[config.mk]
export PLATFORM = sky130hd
export DESIGN_NAME = pulse_width_one_wire_tx_core
export DESIGN_NICKNAME = d
export VERILOG_FILES = /design/src/pwotx_pkg.sv /design/src/pulse_width_one_wire_tx_core.sv /design/src/pwotx_csr.sv /design/src/pwotx_front.sv /design/src/pwotx_engine.sv /design/src/pwotx_rsp_queue.sv
export SDC_FILE = /design/constraint.sdc
export NUM_CORES = 1
export LEC_CHECK = 0
export BUFFER_PORTS_ARGS = -buffer_cell sky130_fd_sc_hd__buf_2
export CORE_ASPECT_RATIO = 0.7
export CORE_MARGIN = 3
export CORE_UTILIZATION = 35
export DETAILED_ROUTE_END_ITERATION = 8
export PLACE_DENSITY = 0.59
export SLEW_MARGIN = 20
export SYNTH_ARGS = -nofsm -noshare
export SYNTH_HDL_FRONTEND = slang
export SYNTH_SLANG_ARGS = --single-unit
export TNS_END_PERCENT = 30
[constraint.sdc]
create_clock -name clock -period 2.6 [get_ports clock]
set_input_delay 0.39 -clock clock [delete_from_list [all_inputs] [get_ports clock]]
set_output_delay 0.39 -clock clock [all_outputs]
set_load 0.03 [all_outputs]
[src/pwotx_pkg.sv]
`default_nettype none
package pwotx_pkg;

   localparam int unsigned CSR_ADDR_W = 5;
   localparam int unsigned CSR_DATA_W = 32;
   localparam int unsigned TICK_W = 16;

   localparam logic [2:0] REG_START_TICKS = 3'd0;
   localparam logic [2:0] REG_SHORT_TICKS = 3'd1;
   localparam logic [2:0] REG_LONG_TICKS  = 3'd2;
   localparam logic [2:0] REG_POLL_TICKS  = 3'd3;
   localparam logic [2:0] REG_POLL_LIMIT  = 3'd4;

   localparam logic [TICK_W-1:0] START_TICKS_RESET = 16'd5000;
   localparam logic [TICK_W-1:0] SHORT_TICKS_RESET = 16'd500;
   localparam logic [TICK_W-1:0] LONG_TICKS_RESET  = 16'd1500;
   localparam logic [TICK_W-1:0] POLL_TICKS_RESET  = 16'd120;
   localparam logic [TICK_W-1:0] POLL_LIMIT_RESET  = 16'd30000;

   localparam logic OP_TICK = 1'b0;
   localparam logic OP_SEND = 1'b1;

   localparam int unsigned QUEUE_DEPTH = 2;
   localparam int unsigned QPTR_W = $clog2(QUEUE_DEPTH);
   localparam int unsigned QCNT_W = $clog2(QUEUE_DEPTH + 1);

   typedef struct packed {
      logic       operation;
      logic [7:0] command;
      logic       busy_level;
   } req_type;

   typedef struct packed {
      logic line_level;
      logic ready_res;
      logic finished;
      logic timed_out;
   } rsp_type;

   typedef struct packed {
      logic             is_send;
      logic [7:0]       command;
      logic             busy_level;
   } work_type;

   typedef struct packed {
      logic [TICK_W-1:0] start_ticks;
      logic [TICK_W-1:0] short_ticks;
      logic [TICK_W-1:0] long_ticks;
      logic [TICK_W-1:0] poll_ticks;
      logic [TICK_W-1:0] poll_limit;
   } cfg_type;

   typedef enum logic [4:0] {
      PH_IDLE  = 5'b00001,
      PH_START = 5'b00010,
      PH_HIGH  = 5'b00100,
      PH_LOW   = 5'b01000,
      PH_POLL  = 5'b10000
   } phase_type;

endpackage
`default_nettype wire

[src/pulse_width_one_wire_tx_core.sv]
// Single-wire command transmitter: every request is one timing tick or a send request, and
// every request produces exactly one result carrying the line level, ready, finished and
// timed_out after it. One request is taken per clock cycle when the result side keeps up,
// and its result is written into the result queue in the same cycle it is accepted; the
// rate is set by the state update of the timing engine. A two-entry request queue feeds the
// engine and a two-entry result queue holds its output, so either side may stall on its
// own. Timing registers take effect when the next line segment loads its length.
`default_nettype none
module pulse_width_one_wire_tx_core
   import pwotx_pkg::*;
(
   input  wire logic                  clock,
   input  wire logic                  reset,
   input  wire logic                  push,
   output logic                       full,
   input  wire req_type               req_data,
   output logic                       empty,
   input  wire logic                  pop,
   output rsp_type                    rsp_data,
   input  wire logic                  psel,
   input  wire logic                  penable,
   input  wire logic                  pwrite,
   input  wire logic [CSR_ADDR_W-1:0] paddr,
   input  wire logic [CSR_DATA_W-1:0] pwdata,
   output logic      [CSR_DATA_W-1:0] prdata,
   output logic                       pready
);

   cfg_type  cfg;
   work_type work;
   logic     work_valid;
   logic     work_take;
   logic     rsp_push;
   logic     rsp_full;
   rsp_type  rsp_result;

   pwotx_csr u_csr (
      .clock   (clock),
      .reset   (reset),
      .psel    (psel),
      .penable (penable),
      .pwrite  (pwrite),
      .paddr   (paddr),
      .pwdata  (pwdata),
      .prdata  (prdata),
      .pready  (pready),
      .cfg     (cfg)
   );

   pwotx_front u_front (
      .clock      (clock),
      .reset      (reset),
      .push       (push),
      .full       (full),
      .req_data   (req_data),
      .work_valid (work_valid),
      .work_take  (work_take),
      .work       (work)
   );

   pwotx_engine u_engine (
      .clock      (clock),
      .reset      (reset),
      .cfg        (cfg),
      .work_valid (work_valid),
      .work_take  (work_take),
      .work       (work),
      .rsp_push   (rsp_push),
      .rsp_full   (rsp_full),
      .rsp_result (rsp_result)
   );

   pwotx_rsp_queue u_rsp_queue (
      .clock      (clock),
      .reset      (reset),
      .rsp_push   (rsp_push),
      .rsp_full   (rsp_full),
      .rsp_result (rsp_result),
      .empty      (empty),
      .pop        (pop),
      .rsp_data   (rsp_data)
   );

endmodule
`default_nettype wire

[src/pwotx_csr.sv]
`default_nettype none
module pwotx_csr
   import pwotx_pkg::*;
(
   input  wire logic                  clock,
   input  wire logic                  reset,
   input  wire logic                  psel,
   input  wire logic                  penable,
   input  wire logic                  pwrite,
   input  wire logic [CSR_ADDR_W-1:0] paddr,
   input  wire logic [CSR_DATA_W-1:0] pwdata,
   output logic      [CSR_DATA_W-1:0] prdata,
   output logic                       pready,
   output cfg_type                    cfg
);

   cfg_type    cfg_ff;
   cfg_type    cfg_in;
   logic       wr_en;
   logic [2:0] reg_index;

   assign pready    = 1'b1;
   assign wr_en     = psel & penable & pwrite;
   assign reg_index = paddr[4:2];
   assign cfg       = cfg_ff;

   always_comb begin
      cfg_in = cfg_ff;
      if (wr_en) begin
         unique case (reg_index)
            REG_START_TICKS: cfg_in.start_ticks = pwdata[TICK_W-1:0];
            REG_SHORT_TICKS: cfg_in.short_ticks = pwdata[TICK_W-1:0];
            REG_LONG_TICKS:  cfg_in.long_ticks  = pwdata[TICK_W-1:0];
            REG_POLL_TICKS:  cfg_in.poll_ticks  = pwdata[TICK_W-1:0];
            REG_POLL_LIMIT:  cfg_in.poll_limit  = pwdata[TICK_W-1:0];
            default: cfg_in = cfg_ff;
         endcase
      end
   end

   always_comb begin
      prdata = '0;
      unique case (reg_index)
         REG_START_TICKS: prdata[TICK_W-1:0] = cfg_ff.start_ticks;
         REG_SHORT_TICKS: prdata[TICK_W-1:0] = cfg_ff.short_ticks;
         REG_LONG_TICKS:  prdata[TICK_W-1:0] = cfg_ff.long_ticks;
         REG_POLL_TICKS:  prdata[TICK_W-1:0] = cfg_ff.poll_ticks;
         REG_POLL_LIMIT:  prdata[TICK_W-1:0] = cfg_ff.poll_limit;
         default: prdata = '0;
      endcase
   end

   always_ff @(posedge clock) begin
      if (reset) begin
         cfg_ff.start_ticks <= START_TICKS_RESET;
         cfg_ff.short_ticks <= SHORT_TICKS_RESET;
         cfg_ff.long_ticks  <= LONG_TICKS_RESET;
         cfg_ff.poll_ticks  <= POLL_TICKS_RESET;
         cfg_ff.poll_limit  <= POLL_LIMIT_RESET;
      end else begin
         cfg_ff <= cfg_in;
      end
   end

endmodule
`default_nettype wire

[src/pwotx_front.sv]
`default_nettype none
module pwotx_front
   import pwotx_pkg::*;
(
   input  wire logic     clock,
   input  wire logic     reset,
   input  wire logic     push,
   output logic          full,
   input  wire req_type  req_data,
   output logic          work_valid,
   input  wire logic     work_take,
   output work_type      work
);

   work_type          entry_ff [QUEUE_DEPTH];
   logic [QPTR_W-1:0] wr_ptr_ff;
   logic [QPTR_W-1:0] wr_ptr_in;
   logic [QPTR_W-1:0] rd_ptr_ff;
   logic [QPTR_W-1:0] rd_ptr_in;
   logic [QCNT_W-1:0] count_ff;
   logic [QCNT_W-1:0] count_in;
   logic              do_push;
   logic              do_pop;
   work_type          classified;

   assign full       = (count_ff == QCNT_W'(QUEUE_DEPTH));
   assign work_valid = (count_ff != '0);
   assign do_push    = push & ~full;
   assign do_pop     = work_take & work_valid;
   assign work       = entry_ff[rd_ptr_ff];

   always_comb begin
      classified.is_send    = (req_data.operation == OP_SEND);
      classified.command    = req_data.command;
      classified.busy_level = req_data.busy_level;
   end

   always_comb begin
      wr_ptr_in = wr_ptr_ff;
      rd_ptr_in = rd_ptr_ff;
      count_in  = count_ff;
      if (do_push) begin
         wr_ptr_in = (wr_ptr_ff == QPTR_W'(QUEUE_DEPTH - 1)) ? '0 : wr_ptr_ff + 1'b1;
      end
      if (do_pop) begin
         rd_ptr_in = (rd_ptr_ff == QPTR_W'(QUEUE_DEPTH - 1)) ? '0 : rd_ptr_ff + 1'b1;
      end
      if (do_push && !do_pop) begin
         count_in = count_ff + 1'b1;
      end else if (do_pop && !do_push) begin
         count_in = count_ff - 1'b1;
      end
   end

   always_ff @(posedge clock) begin
      if (reset) begin
         wr_ptr_ff <= '0;
         rd_ptr_ff <= '0;
         count_ff  <= '0;
      end else begin
         wr_ptr_ff <= wr_ptr_in;
         rd_ptr_ff <= rd_ptr_in;
         count_ff  <= count_in;
      end
   end

   always_ff @(posedge clock) begin
      if (do_push) begin
         entry_ff[wr_ptr_ff] <= classified;
      end
   end

endmodule
`default_nettype wire

[src/pwotx_engine.sv]
`default_nettype none
module pwotx_engine
   import pwotx_pkg::*;
(
   input  wire logic     clock,
   input  wire logic     reset,
   input  wire cfg_type  cfg,
   input  wire logic     work_valid,
   output logic          work_take,
   input  wire work_type work,
   output logic          rsp_push,
   input  wire logic     rsp_full,
   output rsp_type       rsp_result
);

   phase_type         phase_ff;
   phase_type         phase_in;
   logic [2:0]        bit_index_ff;
   logic [2:0]        bit_index_in;
   logic [7:0]        shift_ff;
   logic [7:0]        shift_in;
   logic [TICK_W-1:0] time_left_ff;
   logic [TICK_W-1:0] time_left_in;
   logic [TICK_W-1:0] poll_count_ff;
   logic [TICK_W-1:0] poll_count_in;
   logic              line_ff;
   logic              line_in;
   logic              fin;
   logic              tout;
   logic              sample;
   logic [7:0]        next_shift;

   assign work_take = work_valid & ~rsp_full;
   assign rsp_push  = work_take;
   assign next_shift = {1'b0, shift_ff[7:1]};

   always_comb begin
      phase_in      = phase_ff;
      bit_index_in  = bit_index_ff;
      shift_in      = shift_ff;
      time_left_in  = time_left_ff;
      poll_count_in = poll_count_ff;
      line_in       = line_ff;
      fin           = 1'b0;
      tout          = 1'b0;
      sample        = 1'b0;
      if (work.is_send) begin
         if (phase_ff == PH_IDLE) begin
            shift_in      = work.command;
            bit_index_in  = '0;
            poll_count_in = '0;
            phase_in      = PH_START;
            line_in       = 1'b0;
            time_left_in  = cfg.start_ticks;
         end
      end else if (phase_ff != PH_IDLE) begin
         if (time_left_ff > TICK_W'(1)) begin
            time_left_in = time_left_ff - 1'b1;
         end else begin
            time_left_in = '0;
            unique case (phase_ff)
               PH_START: begin
                  phase_in     = PH_HIGH;
                  line_in      = 1'b1;
                  time_left_in = shift_ff[0] ? cfg.long_ticks : cfg.short_ticks;
               end
               PH_HIGH: begin
                  phase_in     = PH_LOW;
                  line_in      = 1'b0;
                  time_left_in = shift_ff[0] ? cfg.short_ticks : cfg.long_ticks;
               end
               PH_LOW: begin
                  if (bit_index_ff == 3'd7) begin
                     sample = 1'b1;
                  end else begin
                     bit_index_in = bit_index_ff + 1'b1;
                     shift_in     = next_shift;
                     phase_in     = PH_HIGH;
                     line_in      = 1'b1;
                     time_left_in = next_shift[0] ? cfg.long_ticks : cfg.short_ticks;
                  end
               end
               PH_POLL: sample = 1'b1;
               default: sample = 1'b1;
            endcase
            if (sample) begin
               line_in = 1'b1;
               if (!work.busy_level) begin
                  fin = 1'b1;
               end else if (poll_count_ff >= cfg.poll_limit) begin
                  fin  = 1'b1;
                  tout = 1'b1;
               end else begin
                  poll_count_in = poll_count_ff + 1'b1;
                  phase_in      = PH_POLL;
                  time_left_in  = cfg.poll_ticks;
               end
            end
            if (fin) begin
               phase_in     = PH_IDLE;
               time_left_in = '0;
            end
         end
      end
   end

   always_comb begin
      rsp_result.line_level = line_in;
      rsp_result.ready_res  = (phase_in == PH_IDLE);
      rsp_result.finished   = fin;
      rsp_result.timed_out  = tout;
   end

   always_ff @(posedge clock) begin
      if (reset) begin
         phase_ff      <= PH_IDLE;
         bit_index_ff  <= '0;
         shift_ff      <= '0;
         time_left_ff  <= '0;
         poll_count_ff <= '0;
         line_ff       <= 1'b1;
      end else if (work_take) begin
         phase_ff      <= phase_in;
         bit_index_ff  <= bit_index_in;
         shift_ff      <= shift_in;
         time_left_ff  <= time_left_in;
         poll_count_ff <= poll_count_in;
         line_ff       <= line_in;
      end
   end

   a_timeout_needs_finish: assert property (@(posedge clock) disable iff (reset)
      rsp_push && rsp_result.timed_out |-> rsp_result.finished)
      else $error("timeout reported without command completion");

   a_idle_after_finish: assert property (@(posedge clock) disable iff (reset)
      rsp_push && rsp_result.finished |=> phase_ff == PH_IDLE)
      else $error("engine not idle after a command completed");

   a_idle_line_high: assert property (@(posedge clock) disable iff (reset)
      phase_ff == PH_IDLE |-> line_ff)
      else $error("line low while idle");

   a_send_starts_low: assert property (@(posedge clock) disable iff (reset)
      work_take && work.is_send && phase_ff == PH_IDLE |=> phase_ff == PH_START && !line_ff)
      else $error("accepted send did not start the start pulse");

endmodule
`default_nettype wire

[src/pwotx_rsp_queue.sv]
`default_nettype none
module pwotx_rsp_queue
   import pwotx_pkg::*;
(
   input  wire logic    clock,
   input  wire logic    reset,
   input  wire logic    rsp_push,
   output logic         rsp_full,
   input  wire rsp_type rsp_result,
   output logic         empty,
   input  wire logic    pop,
   output rsp_type      rsp_data
);

   rsp_type           entry_ff [QUEUE_DEPTH];
   logic [QPTR_W-1:0] wr_ptr_ff;
   logic [QPTR_W-1:0] wr_ptr_in;
   logic [QPTR_W-1:0] rd_ptr_ff;
   logic [QPTR_W-1:0] rd_ptr_in;
   logic [QCNT_W-1:0] count_ff;
   logic [QCNT_W-1:0] count_in;
   logic              do_push;
   logic              do_pop;

   assign rsp_full = (count_ff == QCNT_W'(QUEUE_DEPTH));
   assign empty    = (count_ff == '0);
   assign do_push  = rsp_push & ~rsp_full;
   assign do_pop   = pop & ~empty;
   assign rsp_data = entry_ff[rd_ptr_ff];

   always_comb begin
      wr_ptr_in = wr_ptr_ff;
      rd_ptr_in = rd_ptr_ff;
      count_in  = count_ff;
      if (do_push) begin
         wr_ptr_in = (wr_ptr_ff == QPTR_W'(QUEUE_DEPTH - 1)) ? '0 : wr_ptr_ff + 1'b1;
      end
      if (do_pop) begin
         rd_ptr_in = (rd_ptr_ff == QPTR_W'(QUEUE_DEPTH - 1)) ? '0 : rd_ptr_ff + 1'b1;
      end
      if (do_push && !do_pop) begin
         count_in = count_ff + 1'b1;
      end else if (do_pop && !do_push) begin
         count_in = count_ff - 1'b1;
      end
   end

   always_ff @(posedge clock) begin
      if (reset) begin
         wr_ptr_ff <= '0;
         rd_ptr_ff <= '0;
         count_ff  <= '0;
      end else begin
         wr_ptr_ff <= wr_ptr_in;
         rd_ptr_ff <= rd_ptr_in;
         count_ff  <= count_in;
      end
   end

   always_ff @(posedge clock) begin
      if (do_push) begin
         entry_ff[wr_ptr_ff] <= rsp_result;
      end
   end

   a_count_bounded: assert property (@(posedge clock) disable iff (reset)
      count_ff <= QCNT_W'(QUEUE_DEPTH))
      else $error("result queue count beyond its depth");

   a_push_fills: assert property (@(posedge clock) disable iff (reset)
      do_push && !do_pop |=> !empty)
      else $error("result queue empty after a push");

endmodule
`default_nettype wire
# Word level (Yosys, flattened, before mapping)
# Memories as Yosys holds them, arrays and structs flattened. A register that Yosys moved wholly into a read port is not among the register bits.
# Index checks and enable logic that the tools add are counted.
[op_classes] eq_ne=17 mux=85 magnitude_cmp=2 n_reduce_logical=26 bitwise=10 add_sub_neg=11
[ops] op="16-bit 2-to-1 mux" n=19
[ops] op="16-bit case mux with 5 select lines" n=1
[ops] op="8-bit 2-to-1 mux" n=6
[ops] op="16-bit case mux with 3 select lines" n=1
[ops] op="5-bit 2-to-1 mux" n=9
[ops] op="1-bit 2-to-1 mux" n=36
[ops] op="3-bit 2-to-1 mux" n=6
[ops] op="16-bit by 1-bit adder with 16-bit output, second input constant" n=1
[ops] op="16-bit >= comparator" n=1
[ops] op="16-bit by 1-bit > comparator with 1-bit output, second input constant" n=1
[ops] op="16-bit by 1-bit subtractor with 16-bit output, second input constant" n=1
[ops] op="5-bit case mux with 3 select lines" n=1
[ops] op="2-bit nonzero test" n=7
[ops] op="5-bit by 1-bit == test with 1-bit output, second input constant" n=2
[ops] op="2-bit AND reduction" n=5
[ops] op="2-bit 2-to-1 mux" n=4
[ops] op="1-bit AND" n=7
[ops] op="7-bit AND reduction" n=1
[ops] op="3-bit by 2-bit == test with 1-bit output, second input constant" n=2
[ops] op="3-bit == test, second input constant" n=2
[ops] op="2-bit by 1-bit inequality test with 1-bit output, second input constant" n=3
[ops] op="6-bit AND reduction" n=1
[ops] op="5-bit by 2-bit == test with 1-bit output, second input constant" n=1
[ops] op="5-bit by 3-bit == test with 1-bit output, second input constant" n=1
[ops] op="18 further kinds" n=32
[totals] in_bits=54 mem_bits_rw=28 ff_bits=137 output_inout_bits=39 memories=2 word_cells=170
[mem_list] name="u_front.entry_ff" depth=2 width=10 rd=1 rd_clocked_by_memory_dff=1 write_ports=1 line="pwotx_front.sv:15" rtl="work_type entry_ff [QUEUE_DEPTH];"
[mem_list] name="u_rsp_queue.entry_ff" depth=2 width=4 rd=1 rd_clocked_by_memory_dff=1 write_ports=1 line="pwotx_rsp_queue.sv:15" rtl="rsp_type entry_ff [QUEUE_DEPTH];"

# Longest topological paths before layout
[logic_depth] ltp_word=15 mapped_depth=11 depth_no_buf=8

# By module
# From an unflattened synthesis, not the netlist that was laid out.
[hier_totals] hier_cells=1028 area_unflattened_um2=9575.4
[modules_own_cells] module="pwotx_engine" instances=1 seq_area_each_um2=980.9 cells_each=522 area_per_inst_um2=4108.9
[modules_own_cells] module="pwotx_csr" instances=1 seq_area_each_um2=1601.5 cells_each=413 area_per_inst_um2=4025.1
[modules_own_cells] module="pwotx_front" instances=1 seq_area_each_um2=700.7 cells_each=56 area_per_inst_um2=938.4
[modules_own_cells] module="pwotx_rsp_queue" instances=1 seq_area_each_um2=340.3 cells_each=37 area_per_inst_um2=503.0

# Least setup slack after synthesis
# No wires, ideal clock.
[synth_path] path_type="register -> register" startpoint="register u_csr.cfg_ff (netlist bit u_csr.cfg[1])" endpoint="register u_engine.poll_count_ff[12]" n_path_buf=1 t_arrival_ns=2.543 path_stages_with_launch=10 synth_period_minus_slack_ns=2.614 setup_time_ns=0.070 required_time_ns=2.530 path_slack_ns=-0.014 path_cell_list="dfxtp_1 -> inv_1 -> ha_1 -> nor2b_1 -> o211a_1 -> o311ai_1 -> nand3_1 -> clkbuf_1 -> or4_1 -> a21oi_1"
[synth_via] elab_chain_len=3
[synth_lines] element="from (decl)" line="pwotx_csr.sv:17" rtl="cfg_type cfg_ff;"
[synth_lines] element="from (signal assigned)" line="pwotx_csr.sv:61" rtl="cfg_ff <= cfg_in;"
[synth_lines] element="16-bit >= comparator" line="pwotx_engine.sv:90" rtl="end else if (poll_count_ff >= cfg.poll_limit) begin"
[synth_lines] element="2-bit by 1-bit inequality test with 1-bit output (no source line)"
[synth_lines] element="7-bit AND reduction (no source line)"
[synth_lines] element="to (signal assigned)" line="pwotx_engine.sv:127" rtl="poll_count_ff <= poll_count_in;"
[synth_lines] element="to (decl)" line="pwotx_engine.sv:24" rtl="logic [TICK_W-1:0] poll_count_ff;"
# Every way passes these cells.
# A chain may end at the register's enable or synchronous reset.

# Worst setup path in the final report
[layout_path] startpoint="register u_engine.bit_index_ff[0]" endpoint="register u_engine.poll_count_ff[10]"
[layout_via] elab_chain_len=8
[layout_lines] element="from (decl)" line="pwotx_engine.sv:18" rtl="logic [2:0] bit_index_ff;"
[layout_lines] element="from (signal assigned)" line="pwotx_engine.sv:124" rtl="bit_index_ff <= bit_index_in;"
[layout_lines] element="3-bit == test" line="pwotx_engine.sv:73" rtl="if (bit_index_ff == 3'd7) begin"
[layout_lines] element="1-bit 2-to-1 mux" line="pwotx_engine.sv:73"
[layout_lines] element="1-bit case mux with 2 select lines" line="pwotx_engine.sv:61" rtl="unique case (phase_ff)"
[layout_lines] element="1-bit 2-to-1 mux" line="pwotx_engine.sv:57" rtl="if (time_left_ff > TICK_W'(1)) begin"
[layout_lines] element="1-bit 2-to-1 mux" line="pwotx_engine.sv:56" rtl="end else if (phase_ff != PH_IDLE) begin"
[layout_lines] element="1-bit 2-to-1 mux" line="pwotx_engine.sv:47" rtl="if (work.is_send) begin"
[layout_lines] element="2-bit nonzero test (no source line)"
[layout_lines] element="7-bit AND reduction (no source line)"
# Every way passes these cells. The select of a mux whose other input is x is not followed.

==> impl_metrics.py <==
metrics = {
    "run_status": {
        "status": "finished clean",
    },
    "worst_hold_path": {
        "min_to": "u_front.entry_ff[0][6]",
        "hp-class": "in -> reg",
        "worstHoldStart": "req_data[6]",
        "min_path_cells": 1,
    },
    "cts": {
        "path_clk_slew_ns": 0.07,
        "ctsRootBufferMaster": "clkbuf_16",
        "clk_latency_ns": 0.44,
        "clock-sinks": 167,
        "clockBufferDepth": 2,
        "cts_tree": "done",
        "cts_buffers": 17,
        "h-tree-depth": 4,
    },
    "routing": {
        "vias": 8082,
        "drc": 0,
        "drtIter0Drc": 1146,
        "detail_route.wl_per_cell_um": 19.20,
        "drt_pre_antenna_iters": 7,
        "viasPerCell": 5.547,
        "antenna_left": 0,
        "wirelength_um": 27980,
    },
    "timing": {
        "hold_violations": 0,
        "fmax_mhz": 398.4,
        "max-slew-margin-rel_pct": 39.13,
        "tightest_slew_ns": 0.8877,
        "post-route-period-util_pct": 96.54,
        "setup_violations": 0,
        "maxSlewViolCount": 0,
        "layout_setup_ws_ns": 0.08984,
        "skew_ns": 0.01295,
        "min_period_ns": 2.510,
        "fin_setup_tns_ns": 0,
    },
    "setup_path": {
        "r2r_cells": 7,
        "crit_chain": "ha_1 -> ha_2 -> nor3b_1 -> o311a_1 -> or4_4 -> or4_1 -> a21oi_2",
        "end_kind": "flip-flop",
        "worstPathArrival_ns": 2.89,
        "startpoint_type": "flip-flop",
        "critPathSlowestCell": "or4_4",
        "reg2reg_from": "u_engine.bit_index_ff[0]",
        "critPathMaxFanout": 8,
        "cp.required_ns": 2.98,
        "r2r_setup_slack_ns": 0.09,
        "r2r-end": "u_engine.poll_count_ff[10]",
        "slowest_delay_ns": 0.65,
        "crit_type": "reg -> reg",
    },
    "synthesis": {
        "synth_area_mm2": 0.008647,
        "ys_warn_count": 0,
        "synth_seq_cells": 167,
        "yosysSeqAreaShare_pct": 41.90,
        "netlist.area_leader.share_pct": 32.18,
        "synth.area.top_cells": "dfxtp_1 (32%), edfxtp_1 (9.7%), nand2_1 (8.5%)",
        "synth.avg_cell_area_um2": 8.235,
        "async_reset_ff_share_pct": 0,
        "synth_edf_count": 28,
        "ys.flop_type": "dfxtp_1",
        "yosysTopAreaCell": "dfxtp_1",
        "synth_cells": 1050,
        "yosys.cell_types.count": 67,
    },
    "floorplan": {
        "die_h_um": 137.5,
        "io_pins": 93,
        "fp.dieW_um": 193.9,
        "coreArea_mm2": 0.02393,
        "initial_utilization_pct": 36.13,
        "rows": 47,
        "die_area_mm2": 0.02666,
    },
    "final_layout": {
        "area_growth_syn_to_layout_pct": 18.38,
        "diodes": 0,
        "fin_nets": 1204,
        "final_util_pct": 42.77,
        "drive_gt1_share_pct": 16.59,
        "fin_cells": 1457,
        "nFillCells": 2361,
    },
    "power_and_ir_drop": {
        "leakagePower_nw": 3.991,
        "vdd_drop_max_mv": 0.6558,
        "p_per_area_mw_per_mm2": 1005,
        "finalPower_w": 0.01028,
    },
    "global_route": {
        "antenna_found_initial": 0,
        "grt_pass1_vias": 7291,
        "grt_max_degree": 45,
        "globalRouteOverflowTotal": 0,
        "grt_pass1_wl_um": 42260,
        "track_usage_pct": 20.30,
    },
    "placement": {
        "io_buffers": 57,
        "post-place-ws_ns": 0.05695,
        "gp_congestion": 0.9042,
        "place_inst": 1419,
        "dp.final_hpwl_um": 19400,
    },
    "flow_run": {
        "drv_cap": 0,
    },
}
[synth_stat cells, drive strengths merged (5+ instances only)]
cell type and count:
or3 8, buf 30, o2bb2ai 6, inv 41, nor2 69, dfxtp 139, nand3 39, a22oi 24
a21oi 108, o21ai 37, nand2 196, a22o 6, xnor2 5, and2 8, mux2 5, nor2b 10
xor2 12, a221oi 12, edfxtp 28, mux2i 39, nand4 9, clkbuf 53, ha 23, o31ai 14
o22ai 19, or4 17, o211ai 13, and3 10, a211oi 5, nor3 14
[cells in the final DEF (no fill, tap or decap), types with 7 or more instances in the layout]
| cell type | n |
|---|---|
| nand3_1 | 37 |
| o211ai_1 | 13 |
| o21ai_0 | 33 |
| a221oi_1 | 11 |
| nor2b_1 | 10 |
| inv_1 | 41 |
| a22oi_1 | 24 |
| clkbuf_16 | 19 |
| mux2i_1 | 38 |
| nor2_1 | 69 |
| nand4_1 | 9 |
| ha_1 | 22 |
| o31ai_1 | 13 |
| conb_1 | 17 |
| nor3_1 | 12 |
| xor2_1 | 12 |
| nand2_1 | 195 |
| a21oi_1 | 104 |
| edfxtp_1 | 28 |
| o22ai_1 | 19 |
| buf_4 | 62 |
| and3_1 | 10 |
| buf_2 | 57 |
| or3_1 | 8 |
| dfxtp_1 | 136 |
| or4_1 | 13 |
| and2_1 | 7 |
[worst max-delay path by stage]
stage,start,cells past startpoint,endpoint,slack [ns]
CTS,u_csr.cfg[1],10,u_engine.time_left_ff[6],0.02
global route,u_engine.bit_index_ff[0],7,u_engine.poll_count_ff[10],-0.01
detailed placement,u_csr.cfg[1],10,u_engine.time_left_ff[6],0.06
floorplan,u_engine.time_left_ff[7],9,u_engine.poll_count_ff[13],0.06
global placement,u_engine.bit_index_ff[0],7,u_engine.poll_count_ff[14],0.12
finish,u_engine.bit_index_ff[0],7,u_engine.poll_count_ff[10],0.09
[repair_timing]
item                                    in CTS  in global routing
hold buffers                                 0                  0
resized for setup                            0                 22
endpoints found under the setup margin       0                 26
buffers inserted                             0                  4
[critical path, delay by kind of cell, from the launching register on]
| kind | cells | cell delay, ns |
|---|---|---|
| compound gates | 2 | 0.54 |
| simple gates | 3 | 1.24 |
| fa+ha+maj | 2 | 0.33 |
| flops | 1 | 0.33 |
[power breakdown]
group	internal, W	leakage, nW	switching, W
sequential	0.00296	1.39	0.000217
clock	0.00139	0.280	0.00114
combinational	0.00170	2.32	0.00287
total	0.00606	3.99	0.00423
[metrics by stage]
step / instance area [um2] / hold WS, ns
after global placement: 9517 / 0.4575
after global routing: 10240 / 0.1218
after detailed placement: 9517 / 0.4645
final: 10240 / 0.1353
after CTS: 10080 / 0.1174
after floorplan: 8711 / 0.4483
[sequential cells by signal, indices dropped and copies added, names as in the netlist, named ones only]
| signal | flops |
|---|---|
| u_csr.cfg | 80 |
| u_front.entry_ff | 20 |
| u_engine.poll_count_ff | 16 |
| u_engine.time_left_ff | 16 |
| u_engine.shift_ff | 8 |
| u_rsp_queue.entry_ff | 8 |
| u_engine.phase_ff | 5 |
| u_engine.bit_index_ff | 3 |
| u_front.count_ff | 2 |
| u_rsp_queue.count_ff | 2 |
| u_engine.line_ff | 1 |
| u_front.rd_ptr_ff | 1 |
| u_front.wr_ptr_ff | 1 |
| u_rsp_queue.rd_ptr_ff | 1 |
| u_rsp_queue.wr_ptr_ff | 1 |
[final cells by class]
cell class / instances / area (um2) / area share, %
clock inverters: 11 / 110.1 / 1.076
repair buffers: 124 / 855.8 / 8.361
inverters: 43 / 161.4 / 1.577
well taps: 318 / 397.9 / 3.887
flip-flops and latches: 167 / 3627 / 35.44
multi-input cells: 774 / 4626 / 45.19
clock buffers: 20 / 457.9 / 4.474
[logic make-up after synthesis]
logic type,synth area share [%]
AOI/OAI and AO/OA,19.71
xor gates and xnor gates,1.722
adders and majority gates,3.328
buffers and inverters,6.511
DFF,41.90
muxes,5.166
other,0.08685
and+or+nand+nor,21.57
[per-layer routing]
metal	GRT usage (%)	up-vias	share of wire, %
li1	-	3879	-
met1	31.25	3818	49
met2	27.92	373	39
met3	6.062	12	11
met4	3.627	0	0.48
met5	0	-	0
Note: power is estimated with default switching activity, not from simulation.
